--- src/rtl/ucd_pkg.sv ---
// Shared types, constants and the byte classifier for the UTF-8 decoder.
// No dependencies; every other file in rtl/ refers to it by scoped name.
package ucd_pkg;

    localparam int unsigned QDEPTH  = 4;
    localparam int unsigned QPTR_W  = $clog2(QDEPTH);
    localparam logic [31:0] BAD_POINT = 32'hFFFF_FFFF;

    typedef struct packed {
        logic [7:0] in_byte;
        logic       end_of_string;
    } in_item_t;

    typedef struct packed {
        logic [31:0] code_point;
        logic        run_last;
    } out_item_t;

    // One command per byte that has results: last_idx + 1 results, all of
    // them BAD_POINT except the final one, which carries the tail.
    typedef struct packed {
        logic [1:0]  last_idx;
        logic        tail_bad;
        logic [20:0] tail_cp;
    } cmd_t;

    // Queue status seen by the back end.
    typedef struct packed {
        logic empty;
        cmd_t head;
    } q_status_t;

    typedef enum logic [2:0] {
        KIND_CONT,
        KIND_ASCII,
        KIND_LEAD2,
        KIND_LEAD3,
        KIND_LEAD4,
        KIND_INVALID
    } byte_kind_t;

    function automatic byte_kind_t byte_kind(input logic [7:0] b);
        byte_kind_t k;
        unique case (b[7:3]) inside
            [5'd0:5'd15]:   k = KIND_ASCII;
            [5'd16:5'd23]:  k = KIND_CONT;
            [5'd24:5'd27]:  k = KIND_LEAD2;
            [5'd28:5'd29]:  k = KIND_LEAD3;
            5'd30:          k = KIND_LEAD4;
            default:        k = KIND_INVALID;
        endcase
        return k;
    endfunction

endpackage

--- src/rtl/ucd_front.sv ---
// Front end: classifies each byte, tracks the open sequence, and issues one
// result command per byte that has results. Depends on ucd_pkg.
module ucd_front (
    input  logic              aclk,
    input  logic              aresetn,
    input  logic              s_valid,
    output logic              s_ready,
    input  ucd_pkg::in_item_t s_item,
    input  logic              q_full,
    output logic              cmd_push,
    output ucd_pkg::cmd_t     cmd
);

    logic [7:0]  lead_reg,  lead_next;
    logic [1:0]  need_reg,  need_next;
    logic [1:0]  cnt_reg,   cnt_next;
    logic [17:0] bits_reg,  bits_next;

    ucd_pkg::byte_kind_t kind;
    logic        accept;
    logic        emit;
    logic [1:0]  cnt_inc;
    logic [17:0] bits_inc;
    logic        fresh_result;
    logic        fresh_ascii;

    assign s_ready = !q_full;
    assign accept  = s_valid && s_ready;
    assign kind    = ucd_pkg::byte_kind(s_item.in_byte);
    assign cnt_inc  = cnt_reg + 2'd1;
    assign bits_inc = {bits_reg[11:0], s_item.in_byte[5:0]};

    // Byte decoded afresh gives a result unless it opens a sequence.
    assign fresh_ascii  = (kind == ucd_pkg::KIND_ASCII);
    assign fresh_result = fresh_ascii || (kind == ucd_pkg::KIND_CONT)
                       || (kind == ucd_pkg::KIND_INVALID) || s_item.end_of_string;

    always_comb begin
        lead_next     = lead_reg;
        need_next     = need_reg;
        cnt_next      = cnt_reg;
        bits_next     = bits_reg;
        emit          = 1'b0;
        cmd.last_idx  = 2'd0;
        cmd.tail_bad  = 1'b1;
        cmd.tail_cp   = '0;
        if (need_reg != 2'd0 && kind == ucd_pkg::KIND_CONT) begin
            if (cnt_inc == need_reg) begin
                emit         = 1'b1;
                cmd.tail_bad = 1'b0;
                case (need_reg)
                    2'd1:    cmd.tail_cp = {10'd0, lead_reg[4:0], bits_inc[5:0]};
                    2'd2:    cmd.tail_cp = {5'd0, lead_reg[3:0], bits_inc[11:0]};
                    default: cmd.tail_cp = {lead_reg[2:0], bits_inc};
                endcase
                lead_next = '0;
                need_next = '0;
                cnt_next  = '0;
                bits_next = '0;
            end else if (s_item.end_of_string) begin
                // truncated: lead, held continuations and this byte
                emit         = 1'b1;
                cmd.last_idx = cnt_inc;
                lead_next    = '0;
                need_next    = '0;
                cnt_next     = '0;
                bits_next    = '0;
            end else begin
                cnt_next  = cnt_inc;
                bits_next = bits_inc;
            end
        end else begin
            // broken sequence flushes first, then the byte is decoded afresh
            if (need_reg != 2'd0) begin
                emit         = 1'b1;
                cmd.last_idx = cnt_reg;
            end
            if (fresh_result) begin
                if (need_reg != 2'd0) begin
                    cmd.last_idx = cnt_inc;
                end
                emit         = 1'b1;
                cmd.tail_bad = !fresh_ascii;
                cmd.tail_cp  = {14'd0, s_item.in_byte[6:0]};
                lead_next    = '0;
                need_next    = '0;
            end else begin
                lead_next = s_item.in_byte;
                unique case (kind)
                    ucd_pkg::KIND_LEAD2: need_next = 2'd1;
                    ucd_pkg::KIND_LEAD3: need_next = 2'd2;
                    default:             need_next = 2'd3;
                endcase
            end
            cnt_next  = '0;
            bits_next = '0;
        end
    end

    assign cmd_push = accept && emit;

    always_ff @(posedge aclk) begin
        if (!aresetn) begin
            lead_reg <= '0;
            need_reg <= '0;
            cnt_reg  <= '0;
            bits_reg <= '0;
        end else if (accept) begin
            lead_reg <= lead_next;
            need_reg <= need_next;
            cnt_reg  <= cnt_next;
            bits_reg <= bits_next;
        end
    end

endmodule

--- src/rtl/ucd_queue.sv ---
// Small command queue between the front and back ends.
// Depends on ucd_pkg for the command type and depth.
module ucd_queue (
    input  logic                aclk,
    input  logic                aresetn,
    input  logic                push,
    input  ucd_pkg::cmd_t       push_cmd,
    output logic                full,
    input  logic                pop,
    output ucd_pkg::q_status_t  status
);

    ucd_pkg::cmd_t entry_reg [ucd_pkg::QDEPTH];
    logic [ucd_pkg::QPTR_W:0] wr_reg, wr_next;
    logic [ucd_pkg::QPTR_W:0] rd_reg, rd_next;

    assign full = (wr_reg[ucd_pkg::QPTR_W] != rd_reg[ucd_pkg::QPTR_W])
               && (wr_reg[ucd_pkg::QPTR_W-1:0] == rd_reg[ucd_pkg::QPTR_W-1:0]);
    assign status.empty = (wr_reg == rd_reg);
    assign status.head  = entry_reg[rd_reg[ucd_pkg::QPTR_W-1:0]];

    assign wr_next = wr_reg + (ucd_pkg::QPTR_W+1)'(1);
    assign rd_next = rd_reg + (ucd_pkg::QPTR_W+1)'(1);

    always_ff @(posedge aclk) begin
        if (push) begin
            entry_reg[wr_reg[ucd_pkg::QPTR_W-1:0]] <= push_cmd;
        end
    end

    always_ff @(posedge aclk) begin
        if (!aresetn) begin
            wr_reg <= '0;
            rd_reg <= '0;
        end else begin
            if (push) begin
                wr_reg <= wr_next;
            end
            if (pop) begin
                rd_reg <= rd_next;
            end
        end
    end

endmodule

--- src/rtl/ucd_back.sv ---
// Back end: expands each queued command into its result items, one per cycle
// while m_ready allows, into a registered output stage. Depends on ucd_pkg.
module ucd_back (
    input  logic                aclk,
    input  logic                aresetn,
    input  ucd_pkg::q_status_t  status,
    output logic                pop,
    output logic                m_valid,
    input  logic                m_ready,
    output ucd_pkg::out_item_t  m_item
);

    logic                m_valid_reg, m_valid_next;
    ucd_pkg::out_item_t  item_reg, item_next;
    logic [1:0]          idx_reg, idx_next;
    logic                load;
    logic                last;

    assign load = !status.empty && (!m_valid_reg || m_ready);
    assign last = (idx_reg == status.head.last_idx);
    assign pop  = load && last;

    always_comb begin
        item_next    = item_reg;
        idx_next     = idx_reg;
        m_valid_next = m_valid_reg && !m_ready;
        if (load) begin
            m_valid_next       = 1'b1;
            item_next.run_last = last;
            if (last && !status.head.tail_bad) begin
                item_next.code_point = {11'd0, status.head.tail_cp};
            end else begin
                item_next.code_point = ucd_pkg::BAD_POINT;
            end
            idx_next = last ? 2'd0 : idx_reg + 2'd1;
        end
    end

    always_ff @(posedge aclk) begin
        item_reg <= item_next;
    end

    always_ff @(posedge aclk) begin
        if (!aresetn) begin
            m_valid_reg <= 1'b0;
            idx_reg     <= '0;
        end else begin
            m_valid_reg <= m_valid_next;
            idx_reg     <= idx_next;
        end
    end

    assign m_valid = m_valid_reg;
    assign m_item  = item_reg;

endmodule

--- src/rtl/utf8_codepoint_decoder_core.sv ---
// Top level of the streaming UTF-8 to code point decoder.
// Depends on ucd_pkg, ucd_front, ucd_queue and ucd_back.
//
// The decoder takes one UTF-8 byte per item, with a flag for the last byte of
// a string, and gives one 32-bit code point per complete sequence. A stray
// continuation, an invalid byte (F8-FF), a lead marked last, a truncated or a
// broken sequence gives FFFFFFFF for each byte involved; a byte that breaks a
// sequence is then decoded on its own. No overlong or surrogate check is made.
// run_last marks the final result caused by each input item; a lead byte that
// opens a sequence gives no result. Throughput: one input item per cycle as
// long as the four-entry command queue has room. Each item's results leave
// the output register one per cycle while m_ready allows; a byte gives 1 to 4
// results and the queue absorbs those bursts. With an idle queue and output
// register, an accepted byte's command is written to the queue, then the back
// end loads its first result into the output register that drives m_valid.
module utf8_codepoint_decoder_core (
    input  logic               aclk,
    input  logic               aresetn,
    input  logic               s_valid,
    output logic               s_ready,
    input  ucd_pkg::in_item_t  s_item,
    output logic               m_valid,
    input  logic               m_ready,
    output ucd_pkg::out_item_t m_item
);

    logic               q_full;
    logic               cmd_push;
    ucd_pkg::cmd_t      cmd;
    logic               cmd_pop;
    ucd_pkg::q_status_t q_status;

    // classify and track the open sequence
    ucd_front u_front (
        .aclk     (aclk),
        .aresetn  (aresetn),
        .s_valid  (s_valid),
        .s_ready  (s_ready),
        .s_item   (s_item),
        .q_full   (q_full),
        .cmd_push (cmd_push),
        .cmd      (cmd)
    );

    // decouples byte intake from result delivery
    ucd_queue u_queue (
        .aclk     (aclk),
        .aresetn  (aresetn),
        .push     (cmd_push),
        .push_cmd (cmd),
        .full     (q_full),
        .pop      (cmd_pop),
        .status   (q_status)
    );

    // one result item per cycle into the output register while m_ready allows
    ucd_back u_back (
        .aclk     (aclk),
        .aresetn  (aresetn),
        .status   (q_status),
        .pop      (cmd_pop),
        .m_valid  (m_valid),
        .m_ready  (m_ready),
        .m_item   (m_item)
    );

endmodule

--- config.mk ---
export PLATFORM = sky130hd
export DESIGN_NAME = utf8_codepoint_decoder_core
export DESIGN_NICKNAME = d
export VERILOG_FILES = /design/src/rtl/ucd_pkg.sv /design/src/rtl/ucd_front.sv /design/src/rtl/ucd_queue.sv /design/src/rtl/ucd_back.sv /design/src/rtl/utf8_codepoint_decoder_core.sv
export SDC_FILE = /design/constraint.sdc
export NUM_CORES = 1
export LEC_CHECK = 0
export ABC_AREA = 1
export BUFFER_PORTS_ARGS = -buffer_cell sky130_fd_sc_hd__buf_2
export CORE_MARGIN = 3
export CORE_UTILIZATION = 40
export CTS_BUF_LIST = sky130_fd_sc_hd__clkbuf_4
export DETAILED_ROUTE_END_ITERATION = 10
export GPL_ROUTABILITY_DRIVEN = 0
export SLEW_MARGIN = 20
export SYNTH_ARGS = -nofsm -noshare
export SYNTH_HDL_FRONTEND = slang
export SYNTH_SLANG_ARGS = --single-unit
--- constraint.sdc ---
create_clock -name aclk -period 2.35 [get_ports aclk]
set_input_delay 0.47 -clock aclk [delete_from_list [all_inputs] [get_ports aclk]]
set_output_delay 0.47 -clock aclk [all_outputs]
set_load 0.02 [all_outputs]
## Word-level counts from Yosys, hierarchy flattened

Memory sizes are Yosys's and may differ from the RTL's. A register that Yosys moved wholly into a read port is not among the register bits.
Index checks and enable logic that the tools add are counted.

- Bits in registers: 63
- Bits in latches: 0
- Bits in writable memories: 96
- ROM bits: 0
- Output and inout port bits: 35
- Word-level logic and storage cells: 98
- Memories: 1

- Add/sub/neg operators: 4
- Multiply operators: 0
- Div/mod/pow operators: 0
- Order comparisons: 8
- Eq/ne operators: 13
- Shifts and indexed selects: 0
- Multiplexer cells: 36
- Bitwise operators: 0
- Reductions and logical operators: 25

Memories:

| name | words | bits a word | rd ports | clocked after memory_dff | wr ports | line | text |
|---|---|---|---|---|---|---|---|
| u_queue.entry_reg | 4 | 24 | 1 | 1 | 1 | ucd_queue.sv:13 | `ucd_pkg::cmd_t entry_reg [ucd_pkg::QDEPTH];` |

Operators by type and width:

| cell | count |
|---|---|
| $mux W24 | 2 |
| $pmux W21 S2 | 1 |
| $mux W12 | 3 |
| $mux W32 | 1 |
| $mux W2 | 14 |
| $mux W22 | 1 |
| $mux W5 | 4 |
| $ge A5 B5 Y1 const B | 3 |
| $le A5 B5 Y1 const B | 3 |
| $pmux W3 S5 | 1 |
| $logic_and A1 B1 Y1 | 12 |
| $mux W1 | 8 |
| $add A3 B1 Y3 const B | 2 |
| $eq A2 B2 Y1 | 3 |
| $eq A3 B2 Y1 const B | 2 |
| $logic_not A1 Y1 | 6 |
| $eq A5 B5 Y1 const B | 1 |
| $ge A5 B1 Y1 const B | 1 |
| $le A5 B4 Y1 const B | 1 |
| $add A2 B1 Y2 const B | 2 |
| $logic_or A1 B1 Y1 | 4 |
| $pmux W2 S2 | 1 |
| $eq A3 B1 Y1 const B | 1 |
| $eq A3 B3 Y1 | 1 |
| 8 further kinds | 8 |

## Logic depth before layout (Yosys ltp)

- Depth after elaboration: 12
- Depth in mapped cells: 12
- Gate-level depth less buffers: 11

## Cells and area by module

Synthesis repeated with hierarchy kept, for this count alone.

- Cell total of the unflattened synthesis: 663
- Area total of the unflattened synthesis: 6959.2 µm²

By module, submodules not included:

| module | instances | cells an instance | area each (µm²) | sequential area each (µm²) |
|---|---|---|---|---|
| ucd_queue | 1 | 335 | 4376.7 | 3042.9 |
| ucd_front | 1 | 217 | 1432.6 | 420.4 |
| ucd_back | 1 | 111 | 1149.9 | 750.7 |

## Worst setup path after synthesis

Ideal clock, no wire load.

- Path kind: register to register
- Start point: reg u_queue.wr_reg[0] (netlist bit)
- End point: mem u_queue.entry_reg[0][0] (netlist bit), enable pin
- Data arrival time: 2163 ps
- Required time: 1945 ps
- Slack: -218 ps
- Cell stages (with the launch flop): 9
- Path buffers: 0
- Period minus slack after synthesis: 2568 ps
- Path through: dfxtp_1 inv_2 nand2_1 nand2_1 nand3_2 nand2_2 inv_2 nand3_2 nor2_1

- Cells in the longest elaborated chain, start to end: 7

RTL lines:

| element | line | text |
|---|---|---|
| start, declared | ucd_queue.sv:14 | `logic [ucd_pkg::QPTR_W:0] wr_reg, wr_next;` |
| start signal, assigned | ucd_queue.sv:37 | `wr_reg <= wr_next;` |
| $eq A2 B2 Y1 | ucd_queue.sv:18 | `&& (wr_reg[ucd_pkg::QPTR_W-1:0] == rd_reg[ucd_pkg::QPTR_W-1:0]);` |
| $logic_and A1 B1 Y1 | ucd_queue.sv:18 |  |
| $logic_not A1 Y1 | ucd_front.sv:27 | `assign s_ready = !q_full;` |
| via s_ready | utf8_codepoint_decoder_core.sv:20 | `output logic s_ready,` |
| $logic_and A1 B1 Y1 | ucd_front.sv:28 | `assign accept = s_valid && s_ready;` |
| $logic_and A1 B1 Y1 | ucd_front.sv:100 | `assign cmd_push = accept && emit;` |
| $mux W1 | ucd_queue.sv:26 | `if (push) begin` |
| $mux W1 (implied by the code) | ucd_queue.sv:27 | `entry_reg[wr_reg[ucd_pkg::QPTR_W-1:0]] <= push_cmd;` |
| end, declared | ucd_queue.sv:13 |  |

The timed path passes the listed nets, and every way through them passes these cells.

==> flow_summary.ini <==
[floorplan]
chipHeight_um = 133
chipWidth_um = 133
num_io_pins = 48
coreArea_mm2 = 0.0155
floorplan.initialDensity_pct = 41.5
rows = 45
fp.dieArea_mm2 = 0.0176

[synthesis]
yosys_warnings = 0
postSynthRegisterBits = 151
register_area_share_after_synthesis_pct = 65.5
yosysTopAreaCell = sky130_fd_sc_hd__edfxtp_1
ys_top_cells_by_area = sky130_fd_sc_hd__edfxtp_1 56%, sky130_fd_sc_hd__dfxtp_1 10%, sky130_fd_sc_hd__nor2_1 4.7%
synthesis.area_mm2 = 0.00643
synth_cells = 556
synthesis.area_per_instance_um2 = 11.6
netlist-cell-type-count = 31
synth_top_area_share_pct = 55.6
postSynthNetCount = 577

[routing]
ant_nets = 0
wirelength_mm = 13.6
routed_via_density = 5.05
via_count = 4207
dr.pass1.iters = 5
detail_route.drc_violations = 0
routed_length_per_placed_instance_um = 16.3
dr.first_iter.drc_count = 324

[clock_network]
tritoncts.num_buffers = 17
cts_root_buf = sky130_fd_sc_hd__clkbuf_4
clk_pin_slew_ps = 120
postCtsSetupBuffers = 0
postCtsHoldBufs = 0
cts_tree = done
cts.sink_count = 151
clock_tree.htree_level_count = 4
clk-insertion-delay-late_ps = 530
postCtsResizedCells = 0
cts_buffer_depth = 2

[timing]
timing.final.max_slew_violations = 0
final_min_period_over_clock_period_pct = 86.3
endpoints_failing_hold = 0
tightestPinTransition_ps = 630
unrepaired_setup_endpoints_after_global_routing = false
max_clock_freq_mhz = 493
whs_ps = 267
worst_clock_skew_ps = 23.8
setup_violations = 0
slew_headroom_pct = 57.7
final_period_minus_worst_setup_slack_ps = 2030

[run_status]
outcome = completed

[grt]
grtUsageTotal_pct = 16.1
global_route.overflow_total = 0
grt_pass1_wl_mm = 22.1
number_of_antenna_violations_at_the_first_check_in_global_routing = 1
largest_net_degree_at_the_start_of_global_routing = 31
grt_pass1_vias = 4174

[placed_design]
count_of_buffers_from_port_buffering = 47
hpwlAfterDp_mm = 9.26

[critical_path]
cp.required_ps = 2640
worst-setup-path-type = reg2reg
critical_path.endpoint_type = flop
worst-path-max-fanout = 7
critPathArrivalTime_ps = 2320
critPathLaunchType = flop

[finish]
largest_register_ff_count = 96
layout-area-overhead-vs-synth_pct = 12.3
most-common-layout-cells = 119 x sky130_fd_sc_hd__edfxtp_1, 76 x sky130_fd_sc_hd__nor2_1, 75 x sky130_fd_sc_hd__nand2_1
layout_commonest_cell = sky130_fd_sc_hd__edfxtp_1
nNetsFinal = 629
fraction_of_layout_cells_with_a_size_suffix_above_1_pct = 23.0

[pwr]
total_power_mw = 6.90
power_density_mw_per_mm2 = 956
leakagePower_nw = 2.49
vdd.ir_drop.worst_uv = 307

[worst_hold_path]
hold_path_class = in2reg

[job]
cap_violations = 0
[Yosys cell counts]
cell,count
sky130_fd_sc_hd__dfxtp_1,32
sky130_fd_sc_hd__a21oi_2,1
sky130_fd_sc_hd__nand2_4,2
sky130_fd_sc_hd__nand3_4,1
sky130_fd_sc_hd__a31oi_1,1
sky130_fd_sc_hd__nand4_1,6
sky130_fd_sc_hd__edfxtp_1,119
sky130_fd_sc_hd__o21ai_0,58
sky130_fd_sc_hd__nor3_1,9
sky130_fd_sc_hd__a21oi_1,12
sky130_fd_sc_hd__o22ai_1,3
sky130_fd_sc_hd__o221ai_1,2
sky130_fd_sc_hd__xor2_1,4
sky130_fd_sc_hd__inv_1,35
sky130_fd_sc_hd__nor2_1,80
sky130_fd_sc_hd__buf_6,5
sky130_fd_sc_hd__clkbuf_1,18
sky130_fd_sc_hd__nand4_4,1
sky130_fd_sc_hd__ha_1,8
sky130_fd_sc_hd__nand2_1,75
sky130_fd_sc_hd__nand2_2,3
sky130_fd_sc_hd__a32oi_1,1
sky130_fd_sc_hd__nor3_2,2
sky130_fd_sc_hd__nand3_2,4
sky130_fd_sc_hd__o221ai_2,19
sky130_fd_sc_hd__nor2_4,1
sky130_fd_sc_hd__inv_2,5
sky130_fd_sc_hd__o22ai_2,3
sky130_fd_sc_hd__buf_4,11
sky130_fd_sc_hd__or2_2,1
sky130_fd_sc_hd__nand3_1,34
[report_power, final]
part	internal (mW)	leakage, nW	switching, mW
Sequential	3.23	1.32	0.112
Clock	0.755	0.155	0.853
Combinational	0.582	1.01	1.37
[metrics by stage]
stage          instances  worst slack [ps]  util (%)  cell area, um^2  TNS [ps]
6_report             833               322      46.7             7220         0
5_1_grt              833              83.0      46.7             7220         0
4_1_cts              832               344      46.6             7220         0
3_5_place_dp         800               316      44.8             6930         0
3_3_place_gp         800               385      44.8             6930         0
2_1_floorplan        556              -218         -             6430    -20920
[path summary, 6_finish.rpt]
check | to | cells after the start | from | slack, ps
max | u_queue.entry_reg[1][23]$_DFFE_PP_ | 7 | u_front.need_reg[1]$_SDFFE_PN0P_ | 320
min | u_back.m_valid$_SDFF_PN0_ | 4 | m_ready | 270
max reg2reg | u_queue.entry_reg[1][23]$_DFFE_PP_ | 7 | u_front.need_reg[1]$_SDFFE_PN0P_ | 320
min reg2reg | u_front.bits_reg[6]$_SDFFE_PN0P_ | 2 | u_front.bits_reg[6]$_SDFFE_PN0P_ | 520
[per-layer routing]
metal	track usage, %	wire length (um)	vias to the layer above
met2	25.3	6490	128
li1	-	-	2065
met1	22.0	6190	2002
met3	3.92	708	12
met4	5.66	172	0
met5	0	0	-
[layout make-up]
class,instances,area [um^2]
fillers,1427,8260
flip-flops and latches,151,4210
multi-input cells,331,1870
repair buffers,67,435
well taps,211,264
clock buffers,20,150
inverters,40,150
clock inverters,12,136
diodes,1,2.50
[logic make-up (layout without fill, tap and decap cells)]
kind of cell | count (synthesis) | after routing | synth area share (%)
simple gates | 219 | 219 | 15.4
compound gates | 100 | 100 | 11.4
fa+ha+maj | 8 | 8 | 1.56
flops | 151 | 151 | 65.5
xor+xnor | 4 | 4 | 0.545
buf+inv | 74 | 139 | 5.54
other cells | 0 | 1 | 0
[critical path, cell delays in order (launching register included)]
cell and delay (ps):
sky130_fd_sc_hd__dfxtp_1 380, sky130_fd_sc_hd__inv_1 110, sky130_fd_sc_hd__ha_1 230, sky130_fd_sc_hd__nor2_1 280
sky130_fd_sc_hd__nand2_1 110, sky130_fd_sc_hd__inv_1 210, sky130_fd_sc_hd__nand2_1 120, sky130_fd_sc_hd__o22ai_1 340
Power figures use the tool's default switching activity.
